===== src/rtl/core/gated_hold_time_qualifier_macros.svh =====
// Assertion macros for the gated hold time qualifier.
`ifndef GATED_HOLD_TIME_QUALIFIER_MACROS_SVH
`define GATED_HOLD_TIME_QUALIFIER_MACROS_SVH

`ifndef SYNTHESIS
`define GHTQ_ASSERT_SAME(label, clk, rst_n, ante, cons) \
  label: assert property (@(posedge clk) disable iff (!rst_n) (ante) |-> (cons)) \
    else $error("ghtq: same-cycle check failed");
`define GHTQ_ASSERT_NEXT(label, clk, rst_n, ante, cons) \
  label: assert property (@(posedge clk) disable iff (!rst_n) (ante) |=> (cons)) \
    else $error("ghtq: next-cycle check failed");
`else
`define GHTQ_ASSERT_SAME(label, clk, rst_n, ante, cons)
`define GHTQ_ASSERT_NEXT(label, clk, rst_n, ante, cons)
`endif

`endif


===== src/rtl/core/ghtq_pkg.sv =====
// Types and constants shared by the gated hold time qualifier files.
`default_nettype none
package ghtq_pkg;

  localparam int unsigned TIME_W    = 32;
  localparam int unsigned HOLD_W    = 16;
  localparam int unsigned PCT_W     = 7;
  localparam int unsigned DIGIT_W   = 4;
  localparam int unsigned NUM_DIG   = TIME_W / DIGIT_W;
  localparam int unsigned DIG_CNT_W = $clog2(NUM_DIG);
  localparam int unsigned CFG_IDX_W = 1;
  localparam int unsigned CFG_W     = 16;
  localparam int unsigned DIV_W     = HOLD_W + PCT_W;

  localparam logic [PCT_W-1:0]  PCT_FULL      = 7'd100;
  localparam logic [HOLD_W-1:0] TARGET_RESET  = 16'd1000;

  localparam logic [CFG_IDX_W-1:0] CFG_HOLD_TARGET = 1'd0;
  localparam logic [CFG_IDX_W-1:0] CFG_REQ_LISTEN  = 1'd1;

  typedef enum logic [1:0] {
    KIND_TICK    = 2'd0,
    KIND_START   = 2'd1,
    KIND_STOP    = 2'd2,
    KIND_CONSUME = 2'd3
  } kind_t;

  typedef enum logic [2:0] {
    ST_IDLE,
    ST_SUB,
    ST_UPD,
    ST_DIV_GO,
    ST_DIV_WAIT,
    ST_OUT
  } state_t;

  typedef struct packed {
    logic             done;
    logic [PCT_W-1:0] quot;
  } pct_stat_t;

endpackage
`default_nettype wire


===== src/rtl/core/ghtq_if.sv =====
// Valid/ready channel interfaces for input items and result items.
`default_nettype none
interface ghtq_in_if;
  logic        valid;
  logic        ready;
  logic [1:0]  kind;
  logic [31:0] now_ms;
  logic        detection_enabled;
  logic        listening;
  logic        other_sound_busy;
  logic        tone_present;

  modport source (
    output valid, kind, now_ms, detection_enabled, listening, other_sound_busy,
           tone_present,
    input  ready
  );
  modport sink (
    input  valid, kind, now_ms, detection_enabled, listening, other_sound_busy,
           tone_present,
    output ready
  );
endinterface

interface ghtq_out_if;
  logic        valid;
  logic        ready;
  logic        is_active;
  logic        detected_now;
  logic [15:0] held_ms;
  logic [6:0]  hold_percent;
  logic        unlock_latched;
  logic        unlock_pending;
  logic        unlock_taken;

  modport source (
    output valid, is_active, detected_now, held_ms, hold_percent, unlock_latched,
           unlock_pending, unlock_taken,
    input  ready
  );
  modport sink (
    input  valid, is_active, detected_now, held_ms, hold_percent, unlock_latched,
           unlock_pending, unlock_taken,
    output ready
  );
endinterface
`default_nettype wire


===== src/rtl/core/ghtq_pct_div.sv =====
// Serial restoring divider that gives floor(held * 100 / target), one quotient bit a cycle.
`default_nettype none
module ghtq_pct_div (
  input  wire logic                         clk,
  input  wire logic                         rst_n,
  input  wire logic                         start,
  input  wire logic [ghtq_pkg::HOLD_W-1:0]  dividend,
  input  wire logic [ghtq_pkg::HOLD_W-1:0]  divisor,
  output ghtq_pkg::pct_stat_t               stat
);

  localparam int unsigned DW = ghtq_pkg::DIV_W;
  localparam int unsigned QW = ghtq_pkg::PCT_W;
  localparam int unsigned CW = $clog2(QW);

  logic [DW-1:0] rem_r, rem_nxt;
  logic [DW-1:0] den_r, den_nxt;
  logic [QW-1:0] q_r, q_nxt;
  logic [CW-1:0] cnt_r, cnt_nxt;
  logic          run_r, run_nxt;
  logic          done_r, done_nxt;
  logic [DW-1:0] num_x100;
  logic          fits;

  assign num_x100 = ({7'd0, dividend} << 6) + ({7'd0, dividend} << 5)
                  + ({7'd0, dividend} << 2);
  assign fits = (rem_r >= den_r);

  always_comb begin
    rem_nxt  = rem_r;
    den_nxt  = den_r;
    q_nxt    = q_r;
    cnt_nxt  = cnt_r;
    run_nxt  = run_r;
    done_nxt = 1'b0;
    if (start) begin
      rem_nxt = num_x100;
      den_nxt = {1'b0, divisor, 6'd0};
      q_nxt   = '0;
      cnt_nxt = CW'(QW - 1);
      run_nxt = 1'b1;
    end else if (run_r) begin
      if (fits) begin
        rem_nxt = rem_r - den_r;
      end
      q_nxt   = {q_r[QW-2:0], fits};
      den_nxt = den_r >> 1;
      if (cnt_r == '0) begin
        run_nxt  = 1'b0;
        done_nxt = 1'b1;
      end else begin
        cnt_nxt = cnt_r - 1'b1;
      end
    end
  end

  always_ff @(posedge clk) begin
    if (!rst_n) begin
      run_r  <= 1'b0;
      done_r <= 1'b0;
      cnt_r  <= '0;
    end else begin
      run_r  <= run_nxt;
      done_r <= done_nxt;
      cnt_r  <= cnt_nxt;
    end
    rem_r <= rem_nxt;
    den_r <= den_nxt;
    q_r   <= q_nxt;
  end

  assign stat.done = done_r;
  assign stat.quot = q_r;

endmodule
`default_nettype wire


===== src/rtl/core/gated_hold_time_qualifier.sv =====
// Top level of the gated hold time qualifier.
// Every transaction on in_ch (tick, start, stop or unlock consume) yields exactly
// one result transaction on out_ch, taken after the item has been applied. The
// block works on one item at a time: in_ch.ready is high only when it is idle.
// Its work on an item runs in order: the elapsed time, which a 4-bit subtractor
// forms one nibble a cycle over the 32-bit timestamp; the update that applies the
// item; and the hold percentage: a load of the divider, seven quotient bits of a
// restoring divider and the registering of its done flag. The last state loads the
// output register and stalls there while the previous result is still waiting to
// be taken. A finished result waits in the output register while the next item is
// accepted. Configuration writes on cfg_we take effect on the next item and must
// happen while the block is idle.
`default_nettype none
`include "gated_hold_time_qualifier_macros.svh"
module gated_hold_time_qualifier #(
  parameter int unsigned MAX_STEP_MS = 250,
  parameter int unsigned MIN_HOLD_MS = 100
) (
  input  wire logic                            clk,
  input  wire logic                            rst_n,
  input  wire logic                            cfg_we,
  input  wire logic [ghtq_pkg::CFG_IDX_W-1:0]  cfg_index,
  input  wire logic [ghtq_pkg::CFG_W-1:0]      cfg_data,
  ghtq_in_if.sink                              in_ch,
  ghtq_out_if.source                           out_ch
);

  localparam int unsigned TW = ghtq_pkg::TIME_W;
  localparam int unsigned HW = ghtq_pkg::HOLD_W;
  localparam int unsigned DG = ghtq_pkg::DIGIT_W;
  localparam int unsigned CW = ghtq_pkg::DIG_CNT_W;
  localparam logic [HW-1:0] MAX_STEP = HW'(MAX_STEP_MS);
  localparam logic [HW-1:0] MIN_HOLD = HW'(MIN_HOLD_MS);

  ghtq_pkg::state_t state_r, state_nxt;

  logic [HW-1:0] hold_target_r;
  logic          req_listen_r;

  logic [1:0]    kind_r;
  logic [TW-1:0] now_r;
  logic          enabled_r, listen_r, busy_r, tone_r;

  logic [TW-1:0] a_sh_r, a_sh_nxt;
  logic [TW-1:0] b_sh_r, b_sh_nxt;
  logic [TW-1:0] diff_sh_r, diff_sh_nxt;
  logic          borrow_r, borrow_nxt;
  logic [CW-1:0] dig_cnt_r, dig_cnt_nxt;
  logic [DG:0]   dig_sum;

  logic          running_r, running_nxt;
  logic          seen_r, seen_nxt;
  logic [TW-1:0] last_tick_r, last_tick_nxt;
  logic [HW-1:0] held_r, held_nxt;
  logic          latched_r, latched_nxt;
  logic          pending_r, pending_nxt;
  logic          detected_r, detected_nxt;
  logic          taken_r, taken_nxt;

  logic          out_valid_r, out_valid_nxt;
  logic          o_active_r, o_detected_r, o_latched_r, o_pending_r, o_taken_r;
  logic [HW-1:0] o_held_r;
  logic [ghtq_pkg::PCT_W-1:0] o_pct_r, pct_val;

  logic [HW-1:0] target;
  logic [HW-1:0] step;
  logic [HW:0]   sum;
  logic          gate_ok;

  logic          accept, sub_en, upd_en, div_start, out_load;
  ghtq_pkg::pct_stat_t pct_stat;

  assign target  = (hold_target_r < MIN_HOLD) ? MIN_HOLD : hold_target_r;
  assign gate_ok = enabled_r && (!req_listen_r || listen_r) && !busy_r && tone_r;
  assign accept  = in_ch.valid && in_ch.ready;

  // Next-state logic.
  always_comb begin
    state_nxt = state_r;
    case (state_r)
      ghtq_pkg::ST_IDLE: begin
        if (in_ch.valid) state_nxt = ghtq_pkg::ST_SUB;
      end
      ghtq_pkg::ST_SUB: begin
        if (dig_cnt_r == CW'(ghtq_pkg::NUM_DIG - 1)) state_nxt = ghtq_pkg::ST_UPD;
      end
      ghtq_pkg::ST_UPD:    state_nxt = ghtq_pkg::ST_DIV_GO;
      ghtq_pkg::ST_DIV_GO: state_nxt = ghtq_pkg::ST_DIV_WAIT;
      ghtq_pkg::ST_DIV_WAIT: begin
        if (pct_stat.done) state_nxt = ghtq_pkg::ST_OUT;
      end
      ghtq_pkg::ST_OUT: begin
        if (!out_valid_r || out_ch.ready) state_nxt = ghtq_pkg::ST_IDLE;
      end
      default: state_nxt = ghtq_pkg::ST_IDLE;
    endcase
  end

  // Control outputs of the sequencer.
  always_comb begin
    in_ch.ready = 1'b0;
    sub_en      = 1'b0;
    upd_en      = 1'b0;
    div_start   = 1'b0;
    out_load    = 1'b0;
    case (state_r)
      ghtq_pkg::ST_IDLE:     in_ch.ready = 1'b1;
      ghtq_pkg::ST_SUB:      sub_en = 1'b1;
      ghtq_pkg::ST_UPD:      upd_en = 1'b1;
      ghtq_pkg::ST_DIV_GO:   div_start = 1'b1;
      ghtq_pkg::ST_DIV_WAIT: ;
      ghtq_pkg::ST_OUT:      out_load = !out_valid_r || out_ch.ready;
      default: ;
    endcase
  end

  // Elapsed time, one nibble a cycle, least significant first.
  assign dig_sum = {1'b0, a_sh_r[DG-1:0]} - {1'b0, b_sh_r[DG-1:0]} - {{DG{1'b0}}, borrow_r};

  always_comb begin
    a_sh_nxt    = a_sh_r;
    b_sh_nxt    = b_sh_r;
    diff_sh_nxt = diff_sh_r;
    borrow_nxt  = borrow_r;
    dig_cnt_nxt = dig_cnt_r;
    if (accept) begin
      a_sh_nxt    = in_ch.now_ms;
      b_sh_nxt    = last_tick_r;
      borrow_nxt  = 1'b0;
      dig_cnt_nxt = '0;
    end else if (sub_en) begin
      a_sh_nxt    = a_sh_r >> DG;
      b_sh_nxt    = b_sh_r >> DG;
      diff_sh_nxt = {dig_sum[DG-1:0], diff_sh_r[TW-1:DG]};
      borrow_nxt  = dig_sum[DG];
      dig_cnt_nxt = dig_cnt_r + 1'b1;
    end
  end

  assign step = (!seen_r || borrow_r) ? '0 :
                (diff_sh_r > TW'(MAX_STEP)) ? MAX_STEP : diff_sh_r[HW-1:0];
  assign sum  = {1'b0, held_r} + {1'b0, step};

  // Item semantics, applied once the elapsed time is known.
  always_comb begin
    running_nxt   = running_r;
    seen_nxt      = seen_r;
    last_tick_nxt = last_tick_r;
    held_nxt      = held_r;
    latched_nxt   = latched_r;
    pending_nxt   = pending_r;
    detected_nxt  = detected_r;
    taken_nxt     = taken_r;
    if (upd_en) begin
      taken_nxt = 1'b0;
      case (ghtq_pkg::kind_t'(kind_r))
        ghtq_pkg::KIND_TICK: begin
          if (!running_r) begin
            detected_nxt = 1'b0;
          end else if (!gate_ok) begin
            held_nxt      = '0;
            pending_nxt   = 1'b0;
            last_tick_nxt = now_r;
            seen_nxt      = 1'b1;
            detected_nxt  = 1'b0;
          end else begin
            detected_nxt  = 1'b1;
            last_tick_nxt = now_r;
            seen_nxt      = 1'b1;
            if (held_r < target) begin
              held_nxt = (sum > {1'b0, target}) ? target : sum[HW-1:0];
            end
            if (!latched_r && (held_nxt >= target)) begin
              latched_nxt = 1'b1;
              pending_nxt = 1'b1;
            end
          end
        end
        ghtq_pkg::KIND_START: begin
          running_nxt   = 1'b1;
          held_nxt      = '0;
          pending_nxt   = 1'b0;
          latched_nxt   = 1'b0;
          last_tick_nxt = now_r;
          seen_nxt      = 1'b1;
        end
        ghtq_pkg::KIND_STOP: begin
          running_nxt = 1'b0;
          held_nxt    = '0;
          pending_nxt = 1'b0;
          latched_nxt = 1'b0;
        end
        ghtq_pkg::KIND_CONSUME: begin
          if (pending_r) begin
            pending_nxt = 1'b0;
            taken_nxt   = 1'b1;
          end
        end
        default: ;
      endcase
    end
  end

  ghtq_pct_div u_pct_div (
    .clk      (clk),
    .rst_n    (rst_n),
    .start    (div_start),
    .dividend (held_r),
    .divisor  (target),
    .stat     (pct_stat)
  );

  assign pct_val = !running_r ? '0 :
                   (held_r >= target) ? ghtq_pkg::PCT_FULL : pct_stat.quot;

  always_comb begin
    out_valid_nxt = out_valid_r;
    if (out_load) begin
      out_valid_nxt = 1'b1;
    end else if (out_ch.ready) begin
      out_valid_nxt = 1'b0;
    end
  end

  always_ff @(posedge clk) begin
    if (!rst_n) begin
      state_r       <= ghtq_pkg::ST_IDLE;
      hold_target_r <= ghtq_pkg::TARGET_RESET;
      req_listen_r  <= 1'b0;
      running_r     <= 1'b0;
      seen_r        <= 1'b0;
      last_tick_r   <= '0;
      held_r        <= '0;
      latched_r     <= 1'b0;
      pending_r     <= 1'b0;
      detected_r    <= 1'b0;
      taken_r       <= 1'b0;
      out_valid_r   <= 1'b0;
      dig_cnt_r     <= '0;
      borrow_r      <= 1'b0;
    end else begin
      state_r     <= state_nxt;
      running_r   <= running_nxt;
      seen_r      <= seen_nxt;
      last_tick_r <= last_tick_nxt;
      held_r      <= held_nxt;
      latched_r   <= latched_nxt;
      pending_r   <= pending_nxt;
      detected_r  <= detected_nxt;
      taken_r     <= taken_nxt;
      out_valid_r <= out_valid_nxt;
      dig_cnt_r   <= dig_cnt_nxt;
      borrow_r    <= borrow_nxt;
      if (cfg_we) begin
        case (cfg_index)
          ghtq_pkg::CFG_HOLD_TARGET: hold_target_r <= cfg_data[HW-1:0];
          ghtq_pkg::CFG_REQ_LISTEN:  req_listen_r  <= cfg_data[0];
          default: ;
        endcase
      end
    end
    a_sh_r    <= a_sh_nxt;
    b_sh_r    <= b_sh_nxt;
    diff_sh_r <= diff_sh_nxt;
    if (accept) begin
      kind_r    <= in_ch.kind;
      now_r     <= in_ch.now_ms;
      enabled_r <= in_ch.detection_enabled;
      listen_r  <= in_ch.listening;
      busy_r    <= in_ch.other_sound_busy;
      tone_r    <= in_ch.tone_present;
    end
    if (out_load) begin
      o_active_r   <= running_r;
      o_detected_r <= detected_r;
      o_held_r     <= held_r;
      o_pct_r      <= pct_val;
      o_latched_r  <= latched_r;
      o_pending_r  <= pending_r;
      o_taken_r    <= taken_r;
    end
  end

  assign out_ch.valid          = out_valid_r;
  assign out_ch.is_active      = o_active_r;
  assign out_ch.detected_now   = o_detected_r;
  assign out_ch.held_ms        = o_held_r;
  assign out_ch.hold_percent   = o_pct_r;
  assign out_ch.unlock_latched = o_latched_r;
  assign out_ch.unlock_pending = o_pending_r;
  assign out_ch.unlock_taken   = o_taken_r;

  `GHTQ_ASSERT_SAME(a_pending_needs_latch, clk, rst_n, pending_r, latched_r)
  `GHTQ_ASSERT_NEXT(a_accept_starts_sub, clk, rst_n, accept, state_r == ghtq_pkg::ST_SUB)
  `GHTQ_ASSERT_SAME(a_div_done_in_wait, clk, rst_n, pct_stat.done, state_r == ghtq_pkg::ST_DIV_WAIT)
  `GHTQ_ASSERT_SAME(a_pct_in_range, clk, rst_n, out_valid_r, o_pct_r <= ghtq_pkg::PCT_FULL)

endmodule
`default_nettype wire

===== src/flat_wrapper.sv =====
// flat-port wrapper written by rule: the top's interface ports become plain ports
module gated_hold_time_qualifier_flat 
#(
  parameter int unsigned MAX_STEP_MS = 250,
  parameter int unsigned MIN_HOLD_MS = 100
)
  (clk, rst_n, cfg_we, cfg_index, cfg_data, in_ch_valid, in_ch_kind, in_ch_now_ms, in_ch_detection_enabled, in_ch_listening, in_ch_other_sound_busy, in_ch_tone_present, in_ch_ready, out_ch_valid, out_ch_is_active, out_ch_detected_now, out_ch_held_ms, out_ch_hold_percent, out_ch_unlock_latched, out_ch_unlock_pending, out_ch_unlock_taken, out_ch_ready);
  ghtq_in_if in_ch_i ();
  ghtq_out_if out_ch_i ();
  input  wire logic clk;
  input  wire logic rst_n;
  input  wire logic cfg_we;
  input  wire logic [ghtq_pkg::CFG_IDX_W-1:0] cfg_index;
  input  wire logic [ghtq_pkg::CFG_W-1:0] cfg_data;
  input wire logic [$bits(in_ch_i.valid)-1:0] in_ch_valid;
  input wire logic [$bits(in_ch_i.kind)-1:0] in_ch_kind;
  input wire logic [$bits(in_ch_i.now_ms)-1:0] in_ch_now_ms;
  input wire logic [$bits(in_ch_i.detection_enabled)-1:0] in_ch_detection_enabled;
  input wire logic [$bits(in_ch_i.listening)-1:0] in_ch_listening;
  input wire logic [$bits(in_ch_i.other_sound_busy)-1:0] in_ch_other_sound_busy;
  input wire logic [$bits(in_ch_i.tone_present)-1:0] in_ch_tone_present;
  output wire logic [$bits(in_ch_i.ready)-1:0] in_ch_ready;
  output wire logic [$bits(out_ch_i.valid)-1:0] out_ch_valid;
  output wire logic [$bits(out_ch_i.is_active)-1:0] out_ch_is_active;
  output wire logic [$bits(out_ch_i.detected_now)-1:0] out_ch_detected_now;
  output wire logic [$bits(out_ch_i.held_ms)-1:0] out_ch_held_ms;
  output wire logic [$bits(out_ch_i.hold_percent)-1:0] out_ch_hold_percent;
  output wire logic [$bits(out_ch_i.unlock_latched)-1:0] out_ch_unlock_latched;
  output wire logic [$bits(out_ch_i.unlock_pending)-1:0] out_ch_unlock_pending;
  output wire logic [$bits(out_ch_i.unlock_taken)-1:0] out_ch_unlock_taken;
  input wire logic [$bits(out_ch_i.ready)-1:0] out_ch_ready;
  assign in_ch_i.valid = in_ch_valid;
  assign in_ch_i.kind = in_ch_kind;
  assign in_ch_i.now_ms = in_ch_now_ms;
  assign in_ch_i.detection_enabled = in_ch_detection_enabled;
  assign in_ch_i.listening = in_ch_listening;
  assign in_ch_i.other_sound_busy = in_ch_other_sound_busy;
  assign in_ch_i.tone_present = in_ch_tone_present;
  assign in_ch_ready = in_ch_i.ready;
  assign out_ch_valid = out_ch_i.valid;
  assign out_ch_is_active = out_ch_i.is_active;
  assign out_ch_detected_now = out_ch_i.detected_now;
  assign out_ch_held_ms = out_ch_i.held_ms;
  assign out_ch_hold_percent = out_ch_i.hold_percent;
  assign out_ch_unlock_latched = out_ch_i.unlock_latched;
  assign out_ch_unlock_pending = out_ch_i.unlock_pending;
  assign out_ch_unlock_taken = out_ch_i.unlock_taken;
  assign out_ch_i.ready = out_ch_ready;
  gated_hold_time_qualifier #(.MAX_STEP_MS(MAX_STEP_MS), .MIN_HOLD_MS(MIN_HOLD_MS)) u_core (.clk(clk), .rst_n(rst_n), .cfg_we(cfg_we), .cfg_index(cfg_index), .cfg_data(cfg_data), .in_ch(in_ch_i), .out_ch(out_ch_i));
endmodule

===== config.mk =====
export PLATFORM = sky130hd
export DESIGN_NAME = gated_hold_time_qualifier_flat
export DESIGN_NICKNAME = d
export VERILOG_FILES = /design/src/rtl/core/ghtq_pkg.sv /design/src/rtl/core/ghtq_if.sv /design/src/rtl/core/ghtq_pct_div.sv /design/src/rtl/core/gated_hold_time_qualifier.sv /design/src/flat_wrapper.sv
export VERILOG_INCLUDE_DIRS = /design/src /design/src/rtl/core
export SDC_FILE = /design/constraint.sdc
export NUM_CORES = 1
export LEC_CHECK = 0
export ABC_AREA = 1
export BUFFER_PORTS_ARGS = -buffer_cell sky130_fd_sc_hd__buf_4
export CORE_MARGIN = 1
export CORE_UTILIZATION = 35
export DETAILED_ROUTE_END_ITERATION = 10
export REMOVE_ABC_BUFFERS = 1
export SETUP_SLACK_MARGIN = 0.2
export SYNTH_ARGS = -nofsm -noshare
export SYNTH_HDL_FRONTEND = slang
export SYNTH_SLANG_ARGS = --single-unit

===== constraint.sdc =====
create_clock -name clk -period 5.4 [get_ports clk]
set_input_delay 0.27 -clock clk [delete_from_list [all_inputs] [get_ports clk]]
set_output_delay 0.27 -clock clk [all_outputs]
set_load 0.02 [all_outputs]

After elaboration in Yosys (flattened, before gate mapping)
Index checks and enable logic that the tools add are counted.
{"block": "op_classes", "add_sub_neg": 8, "n_lt_le_gt_ge": 7, "n_eq_ne": 18, "mux": 57, "bitwise": 6, "n_reduce_logical": 42}
{"op": "$mux W16", "n": 11}
{"op": "$mux W32", "n": 5}
{"op": "$mux W23", "n": 3}
{"op": "$pmux W32 S2", "n": 1}
{"op": "$mux W22", "n": 2}
{"op": "$ge A16 B16 Y1", "n": 2}
{"op": "$gt A32 B8 Y1 const B", "n": 1}
{"op": "$pmux W16 S2", "n": 1}
{"op": "$add A22 B21 Y23", "n": 1}
{"op": "$add A23 B18 Y23", "n": 1}
{"op": "$ge A23 B22 Y1", "n": 1}
{"op": "$sub A23 B22 Y23", "n": 1}
{"op": "$mux W1", "n": 21}
{"op": "$mux W3", "n": 7}
{"op": "$pmux W3 S6", "n": 1}
{"op": "$add A16 B16 Y17", "n": 1}
{"op": "$gt A17 B16 Y1", "n": 1}
{"op": "$lt A16 B16 Y1", "n": 1}
{"op": "$lt A16 B7 Y1 const B", "n": 1}
{"op": "$reduce_and A2 Y1", "n": 8}
{"op": "$reduce_bool A2 Y1", "n": 7}
{"op": "$ne A2 B1 Y1 const B", "n": 6}
{"op": "$eq A3 B3 Y1 const B", "n": 3}
{"op": "$reduce_and A3 Y1", "n": 3}
{"op": "other kinds (22)", "n": 48}
{"block": "word_totals", "ff_bits": 298, "elab_cells": 177}

Depth between registers and ports, before layout
Gate-level depths: netlist (run 1).
{"block": "logic_depth", "depth_word": 17, "ltp_mapped": 42}

Modules after synthesis
From an unflattened synthesis (run 1), not the netlist that was laid out.
{"block": "hier_totals", "cells_unflattened": 1962, "area_unflattened_um2": 16789.9}
{"module": "gated_hold_time_qualifier", "n_inst": 1, "cells_each": 1219, "area_per_inst_um2": 11710.0, "seq_area_each_um2": 6446.2}
{"module": "ghtq_pct_div", "n_inst": 1, "cells_each": 743, "area_per_inst_um2": 5079.9, "seq_area_each_um2": 1531.5}

Worst setup path before layout (run 1)
OpenSTA, ideal clock, no wires.
{"block": "synth_timing", "kind": "reg-to-reg", "from": "reg u_core.diff_sh_r[11]", "to": "reg u_core.latched_r", "setup_ps": 113, "arrival_ps": 4765, "required_time_ps": 5287, "path_slack_ps": 522, "stages_incl_launch_ff": 41, "synth_period_minus_slack_ps": 4878, "cell_sequence": "edfxtp_1 -> nor4_1 -> nand4_1 -> nor2_1 -> o31ai_1 -> nor2_1 -> ha_1 -> inv_1 -> fa_1 -> inv_1 -> nand3_1 -> nand2_1 -> a31oi_2 -> xor2_1 -> ha_1 -> nand2_1 -> nor2_1 -> nand3b_1 -> (+5 left out) -> nand2_2 -> buf_2 -> nand3_1 -> nand3_1 -> and2_1 -> ha_1 -> a21oi_1 -> o21ai_0 -> nand2_1 -> o211ai_1 -> nand2_1 -> nand3_1 -> nand2_1 -> nand2_1 -> o211ai_1 -> nand2_1 -> nand2_1 -> nor2_1"}
{"block": "synth_between", "elab_chain_cells": 15}
{"item": "start, declared", "line": "gated_hold_time_qualifier.sv:46", "source": "logic [TW-1:0] diff_sh_r, diff_sh_nxt;"}
{"item": "start signal, assigned", "line": "gated_hold_time_qualifier.sv:264", "source": "diff_sh_r <= diff_sh_nxt;"}
{"item": "$gt A32 B8 Y1", "line": "gated_hold_time_qualifier.sv:141", "source": "(diff_sh_r > TW'(MAX_STEP)) ? MAX_STEP : diff_sh_r[HW-1:0];"}
{"item": "$mux W16 (*)", "line": "gated_hold_time_qualifier.sv:141"}
{"item": "$mux W16 (*)", "line": "gated_hold_time_qualifier.sv:140", "source": "assign step = (!seen_r || borrow_r) ? '0 :"}
{"item": "$add A16 B16 Y17 (*)", "line": "gated_hold_time_qualifier.sv:142", "source": "assign sum = {1'b0, held_r} + {1'b0, step};"}
{"item": "$gt A17 B16 Y1", "line": "gated_hold_time_qualifier.sv:171", "source": "held_nxt = (sum > {1'b0, target}) ? target : sum[HW-1:0];"}
{"item": "$mux W16 (*)", "line": "gated_hold_time_qualifier.sv:171"}
{"item": "$mux W16 (*)", "line": "gated_hold_time_qualifier.sv:170", "source": "if (held_r < target) begin"}
{"item": "$mux W16 (*)", "line": "gated_hold_time_qualifier.sv:160", "source": "end else if (!gate_ok) begin"}
{"item": "$mux W16 (*)", "line": "gated_hold_time_qualifier.sv:158", "source": "if (!running_r) begin"}
{"item": "$mux W16 (*)", "line": "gated_hold_time_qualifier.sv:156", "source": "case (ghtq_pkg::kind_t'(kind_r))"}
{"item": "$mux W16 (*)", "line": "gated_hold_time_qualifier.sv:154", "source": "if (upd_en) begin"}
{"item": "$ge A16 B16 Y1 (*)", "line": "gated_hold_time_qualifier.sv:173", "source": "if (!latched_r && (held_nxt >= target)) begin"}
{"item": "$logic_and A1 B1 Y1 (*)", "line": "gated_hold_time_qualifier.sv:173"}
{"item": "$ne A2 B1 Y1 (no line) (*)"}
{"item": "$reduce_and A5 Y1 (no line) (*)"}
{"item": "end signal, assigned", "line": "gated_hold_time_qualifier.sv:247", "source": "latched_r <= latched_nxt;"}
{"item": "end, declared", "line": "gated_hold_time_qualifier.sv:55", "source": "logic latched_r, latched_nxt;"}
Mark *: on every way between the ends. The rest lies on a longest branch, timed or not. The select of a mux whose other input is x is not followed.
A chain may end at the register's enable or synchronous reset.

Worst setup path in the final report (run 1)
{"block": "layout_timing", "from": "reg u_core.diff_sh_r[13]", "to": "reg u_core.latched_r"}
Same word-level chain as after synthesis.

==> flow_summary.toml, run 1 <==
[place]
numPortBuffers = 89
dp_cells = 2486
place_congestion = 0.8524
detailed_place.area_um2 = 17770
hpwl_mm = 27.00

[clock_network]
cts_buffer_depth = 3
cts_buffers = 35
h-tree-depth = 2
root_buffer = "clkbuf_16"
clock_sinks = 298
path_clk_slew_ps = 60
cts_tree = "yes"
insertion_delay_ps = 540

[synthesis]
synth.distinct_cells = 49
synth.avg_cell_area_um2 = 9.007
ys_seq_elements = 298
yosysTopAreaCellShare_pct = 37.97
netlist_area_um2 = 15900
yosysTopAreaCell = "edfxtp_1"
synth_edf_count = 201
ys_seq_area_share_pct = 50.18
netlist_top_cells_area = "edfxtp_1 38%, dfxtp_1 12%, nand2_1 10%"
ys_async_sr_fraction_pct = 0
synth_flop_cell = "edfxtp_1"
yosys_warnings = 0
postSynthCellCount = 1765

[worst_setup_path]
r2r_start = "u_core.diff_sh_r[13]"
cp_common_cell = "nand2_1"
cp_max_fo = 8
rrSetupSlack_ps = 20
startpoint_type = "flop"
reg2reg_to = "u_core.latched_r"
slowest_delay_ps = 430
cpMaxStageDelayCell = "edfxtp_1"
cp_top_family = "simple AND/OR/NAND/NOR gates"
ff2ff_path_depth = 42
timing_worst_setup_path_type = "reg2reg"
crit_buf_inv = 7
arrival_ps = 5850
worstPathRequired_ps = 5870
crit_path_end_kind = "flop"

[floorplan]
rows = 77
ios = 90
die_h_um = 215.1
die_x_um = 215.1
core-area_um2 = 44510
start_util_pct = 35.71
die_area_um2 = 46270

[hold_path]
hold_end = "u_core.req_listen_r"
hold_start = "cfg_index"
min_path_type = "in2reg"
hold_depth = 3

[power]
irDropWorstVdd_mv = 0.3655
seqPwrFrac_pct = 45.4
power_leakage_nw = 8.839
power_frac_comb_pct = 26.5
post-layout-total-power_mw = 7.724
intPower_mw = 5.260
clock_power_share_pct = 28.1
powerDensity_nw_per_um2 = 386.2
p_sw_share_pct = 31.89
switchingPower_mw = 2.464

[finish]
final_cell_area_um2 = 20000
area_growth_pct = 25.82
antenna_cells = 0
final_cells = 2621
final_util_pct = 44.93
drive_gt1_share_pct = 18.93
num-nets-final = 2201

[detailed_routing]
drc = 0
vias = 12580
wl_per_cell_um = 14.69
drt_iter0_drc = 710
wl_mm = 38.50
vias_per_cell = 4.798
drt-pass1-iter-count = 5
ant_nets = 0

[global_routing]
grt_pass1_wl_mm = 61.73
first_global_vias = 12370
grtUsageTotal_pct = 16.50
grt_remaining_overflow = 0
antenna_found_initial = 0
grt_max_degree = 95

[sta]
drv_slew = 0
relSlewSlack_pct = 22.01
final-hold-violation-count = 0
fin_crit_sh_pct = 99.61
worst_pin_slew_ps = 1167
finClkSkew_ps = 12.85
rsz0062_at_grt = "yes"
finalCriticalPeriod_ps = 5379
setup_viol = 0
tns_ps = 0
fmax_ghz = 0.1859

[run]
max_cap_violations = 0

[run_status]
status = "complete, no violations"
## final cells by class
type                            instances  area (um^2)
Sequential cell                       298         7978
Tap cell                              592        740.7
Timing Repair Buffer                  244         1962
Inverter                              180        675.6
Fill cell                            4279        24510
Multi-Input combinational cell       1244         7597
Clock buffer                           48        954.7
Clock inverter                         15        92.59
## layer usage
metal  vias to the layer above  share of wire [%]  track usage [%]
li1                       6421                  -                -
met1                      5848                 45            21.33
met2                       250                 48            28.17
met3                        57                4.2            2.788
met4                         0                2.4            4.965
met5                         -                  0                0
## per-stage QoR
step / worst slack (ps) / hold slack [ps]
after global routing: -380.2 / 12.37
final: 21.11 / 25.03
after detailed placement: -183.6 / 419.8
after global placement: -64.39 / 417.4
after CTS: 82.33 / 1.242
after floorplan: -2889 / 354.1
## placed cells by master, fill, tap and decap left out, types with 8 or more instances in the layout
master         instances
and2_4                 8
nand4_1               15
conb_1                 8
clkbuf_16             35
xor2_1                14
fa_1                  16
clkbuf_1              10
ha_4                  13
o21ai_1               54
dfxtp_1               97
nand3_2               16
inv_1                161
a21o_1                12
buf_4                193
ha_1                 107
clkinv_1               9
dlygate4sd3_1         49
nor3_1                 8
a21oi_2               14
xnor2_1               15
inv_2                 16
a21oi_1              114
nand2_1              413
nand3_1               93
edfxtp_1             201
nand2_2               22
or2_2                 13
o21ai_0               82
nor2_1               121
## how the worst max path moves through the flow
stage | start | end | slack, ps | cells after the start
2_1_floorplan | u_core.state_r[0] | u_core.a_sh_r[0] | -2890 | 5
6_report | u_core.diff_sh_r[13] | u_core.latched_r | 20 | 42
3_5_place_dp | u_core.diff_sh_r[0] | u_core.latched_r | -180 | 35
5_1_grt | u_core.diff_sh_r[21] | u_core.latched_r | -380 | 38
3_3_place_gp | u_core.diff_sh_r[7] | u_core.latched_r | -60 | 39
4_1_cts | u_core.diff_sh_r[17] | u_core.latched_r | 80 | 42
## timing repair
item	in CTS	in global routing
hold buffers	49	0
endpoints found under the setup margin	2	2
pin swaps	40	42
cloned	2	0
resized for setup	74	42
buffers inserted	13	8
hold endpoints to repair	65	0
## synth_stat cells, types with 4 or more instances
library cell	count
edfxtp_1	201
inv_2	10
or2_2	13
fa_1	17
nand3b_1	7
nand4_1	15
nand3_1	109
buf_2	8
o211ai_1	7
o21ai_0	90
nor2_1	128
a21o_1	12
dfxtp_1	97
and2_1	15
nand2_1	436
buf_1	5
nor3_1	13
xnor2_1	15
or2_1	6
o21ai_1	50
a21oi_1	125
inv_1	167
a31oi_1	4
xor2_1	17
clkbuf_1	35
ha_1	121
nor4_1	8
## sequential cells by signal (all words and copies together) (netlist names), 7 cells and up
| register | count |
|---|---|
| u_core.a_sh_r | 32 |
| u_core.b_sh_r | 32 |
| u_core.diff_sh_r | 32 |
| u_core.last_tick_r | 32 |
| u_core.now_r | 32 |
| u_core.u_pct_div.rem_r | 23 |
| u_core.u_pct_div.den_r | 22 |
| u_core.held_r | 16 |
| u_core.hold_target_r | 16 |
| u_core.out_ch.held_ms | 16 |
| u_core.out_ch.hold_percent | 7 |
| u_core.u_pct_div.q_r | 7 |
## power by group through the flow
stage,Combinational [mW],Clock (mW),Sequential [mW]
final,2.05,2.17,3.50
after global placement,1.87,0,3.52
after floorplan,1.30,0,3.52
after CTS,2.01,2.23,3.50
after detailed placement,1.92,0,3.54
after global routing,2.33,2.32,3.56
## cell families after synthesis
logic type,synth area share [%]
adders and majority gates,11.66
buffers and inverters,5.706
DFF,50.18
and+or+nand+nor,20.40
other,0.02359
xor gates and xnor gates,1.763
AOI/OAI and AO/OA,10.26
## worst reg2reg max path, delay by kind of cell (launching register included)
kind / cells / cell delay, ps
DFF: 1 / 430
buffers and inverters: 7 / 650
AOI/OAI and AO/OA: 2 / 240
adders and majority gates: 4 / 1120
and+or+nand+nor: 28 / 2830
xor gates and xnor gates: 1 / 60
No activity file was read; power rests on OpenSTA's default activity.
==> run 2, diff against run 1 <==
Settings changed: CORE_UTILIZATION 35 to 57, PLACE_DENSITY set to 0.75, SYNTH_HIERARCHICAL set to 1.
==> run 2 against run 1 <==
Effect of this change:
- the run now ends with setup timing left
- via count up 8.5%
- non-clock buffer count down 44
- core utilization up 25 points
- fmax down 3.9%
- global-route usage up 11 points
- clock power up 11%
- power up 3.9%
- clock skew up 7.9 ps
- critical endpoint is now u_core/latched_r
- highest routed layer unchanged
==> flow_summary.toml, run 2 <==
[worst_setup_path]
cp_max_fo = 5
cp-endpoint = "u_core/latched_r"
cpMaxStageDelayCell = "edfxtp_1"
reg2reg_to = "u_core/latched_r"
slowest_delay_ps = 400
startpoint_type = "flop"
crit_path_end_kind = "flop"
cp.depth = 40
critPathLaunch = "u_core/diff_sh_r[11]"
r2r_start = "u_core/diff_sh_r[11]"
ff2ff_path_depth = 40
rrSetupSlack_ps = -200
crit_buf_inv = 3
worstPathRequired_ps = 5760
arrival_ps = 5960
cp_common_cell = "nand2_1"
cp_top_family = "simple AND/OR/NAND/NOR gates"
timing_worst_setup_path_type = "reg2reg"

[sta]
layout_setup_ws_ps = -199.8
drv_slew = 0
rsz0062_at_grt = "yes"
setup_viol = 2
finalCriticalPeriod_ps = 5600
worst_pin_slew_ps = 1073
finClkSkew_ps = 20.74
fmax_ghz = 0.1786
relSlewSlack_pct = 28.42
final-hold-violation-count = 0
fin_crit_sh_pct = 103.7

[floorplan]
ios = 90
core-area_um2 = 28860
die_h_um = 173.6
start_util_pct = 58.18
die_area_um2 = 30150
die_x_um = 173.6
rows = 62

[synthesis]
synth_edf_count = 201
yosysTopAreaCell = "edfxtp_1"
synth_flop_cell = "edfxtp_1"
ys_async_sr_fraction_pct = 0
yosys_warnings = 6
synthTopCellsByCount = "560 x nand2_1, 242 x inv_1, 201 x edfxtp_1, 160 x nor2_1, 121 x ha_1"
ys_seq_area_share_pct = 47.51
netlist_area_um2 = 16790
netlist_top_cells_area = "edfxtp_1 36%, nand2_1 13%, dfxtp_1 12%"
ys_seq_elements = 298
synth.distinct_cells = 59
postSynthCellCount = 1962
yosysTopAreaCellShare_pct = 35.95
synth.avg_cell_area_um2 = 8.558
yosysMostFrequentCell = "nand2_1"

[finish]
layout_commonest_cell = "nand2_1"
n_fill_cell = 2222
layout_common_cells = "545 x nand2_1, 238 x inv_1, 201 x edfxtp_1, 154 x buf_4, 152 x nor2_1"
drive_gt1_share_pct = 16.30
num-nets-final = 2345
area_growth_pct = 20.88
final_cell_area_um2 = 20300
final_cells = 2557

[clock_network]
path_clk_slew_ps = 60
cts_buffers = 34
insertion_delay_ps = 520
clock_sinks = 298
root_buffer = "clkbuf_16"
h-tree-depth = 2
cts_buffer_depth = 3
cts_tree = "yes"

[detailed_routing]
vias = 13650
drt_iter0_drc = 1085
wl_mm = 40.99
drc = 0
ant_nets = 0
vias_per_cell = 5.338
drt-pass1-iter-count = 5
wl_per_cell_um = 16.03

[global_routing]
antenna_found_initial = 0
grt_pass1_wl_mm = 65.23
grt_util_met3_pct = 4.518
busiest_layer = "met2"
grtUsageTotal_pct = 27.07
first_global_vias = 13060
grt_use_met2_pct = 46.10
grt_max_degree = 95
grt_use_met1_pct = 34.80
grt_remaining_overflow = 0

[place]
place_congestion = 0.9347
hpwl_mm = 28.53
dp_cells = 2436
detailed_place.area_um2 = 18130
numPortBuffers = 89

[hold_path]
min_path_type = "in2reg"

[run_status]
violations = "setup timing"
status = "complete, but fails checks"

[power]
powerDensity_nw_per_um2 = 395.5
power_leakage_nw = 9.384
irDropWorstVdd_mv = 0.3174

[run]
max_cap_violations = 0
-- run 2: cell count changes after synthesis, moves of 9 or more --
cell     delta
inv_1      +75
nor2_1     +32
o22ai_1     +9
nand3_1    -16
o21ai_0    +13
o21ai_1    -48
nand3_2    +20
xnor2_1    -10
nand2_1   +124
a21oi_1    -16
-- run 2: worst min path at each step --
stage	startpoint	slack, ps	to	cells past startpoint
final	cfg_data[7]	30	u_core/hold_target_r[7]	3
after global routing	cfg_data[15]	40	u_core/hold_target_r[15]	3
after CTS	cfg_data[7]	20	u_core/hold_target_r[7]	3
after detailed placement	u_core/detected_r	420	u_core/out_ch.detected_now	0
after global placement	u_core/detected_r	410	u_core/out_ch.detected_now	0
after floorplan	rst_n	370	u_core/u_pct_div/cnt_r[1]	2
-- run 2: repair_timing --
item                                    in CTS  in global routing
endpoints found under the setup margin       2                  2
pin swaps                                   15                 48
endpoints found under the hold margin       41                  0
buffers inserted                            10                  8
hold buffers                                41                  0
resized for setup                           49                 41
-- run 2: area by class of cell --
type | instances | area (um^2) | share of cell area [%]
clock inverters | 13 | 220.2 | 1.085
multi-input cells | 1366 | 8103 | 39.92
repair buffers | 200 | 1632 | 8.039
inverters | 247 | 927.1 | 4.568
well taps | 384 | 480.5 | 2.367
diodes | 1 | 2.502 | 0.01233
clock buffers | 48 | 953.4 | 4.698
flip-flops and latches | 298 | 7978 | 39.31
-- run 2: stage by stage --
stage               total power [mW]  setup WS, ps  utilization, %  setup TNS (ps)  hold slack [ps]
floorplan                      4.887         -2929               -         -266270            367.6
global placement               5.429        -130.3           62.82          -130.3            412.0
detailed placement             5.514        -304.1           62.82          -425.7            420.4
CTS                            8.006        -18.65           69.53          -18.65            19.68
global route                   8.468        -533.9           70.32           -1032            41.05
finish                         8.026        -199.8           70.33          -350.9            28.01
-- run 2: where the power goes --
part / leakage (nW) / total [mW] / internal (mW) / switching (mW)
sequential: 2.70 / 3.49 / 3.27 / 0.219
clock: 0.577 / 2.41 / 1.48 / 0.929
combinational: 6.11 / 2.12 / 0.726 / 1.40
-- run 2: logic make-up after synthesis --
logic type,share of synthesized area [%]
compound gates,8.801
xor+xnor,0.9911
fa+ha+maj,11.04
buf+inv,7.132
flops,47.51
other cells,0.02233
simple gates,24.50
-- run 2: per-layer routing --
| layer | vias up | wire length (um) |
|---|---|---|
| li1 | 6816 | - |
| met5 | - | 0 |
| met2 | 354 | 19470 |
| met3 | 78 | 2225 |
| met1 | 6401 | 18090 |
| met4 | 0 | 1210 |
-- run 2: tightest hold or removal path, cell delays in order --
cell	delay, ps
buf_4	80
nand2_1	70
o211ai_1	80
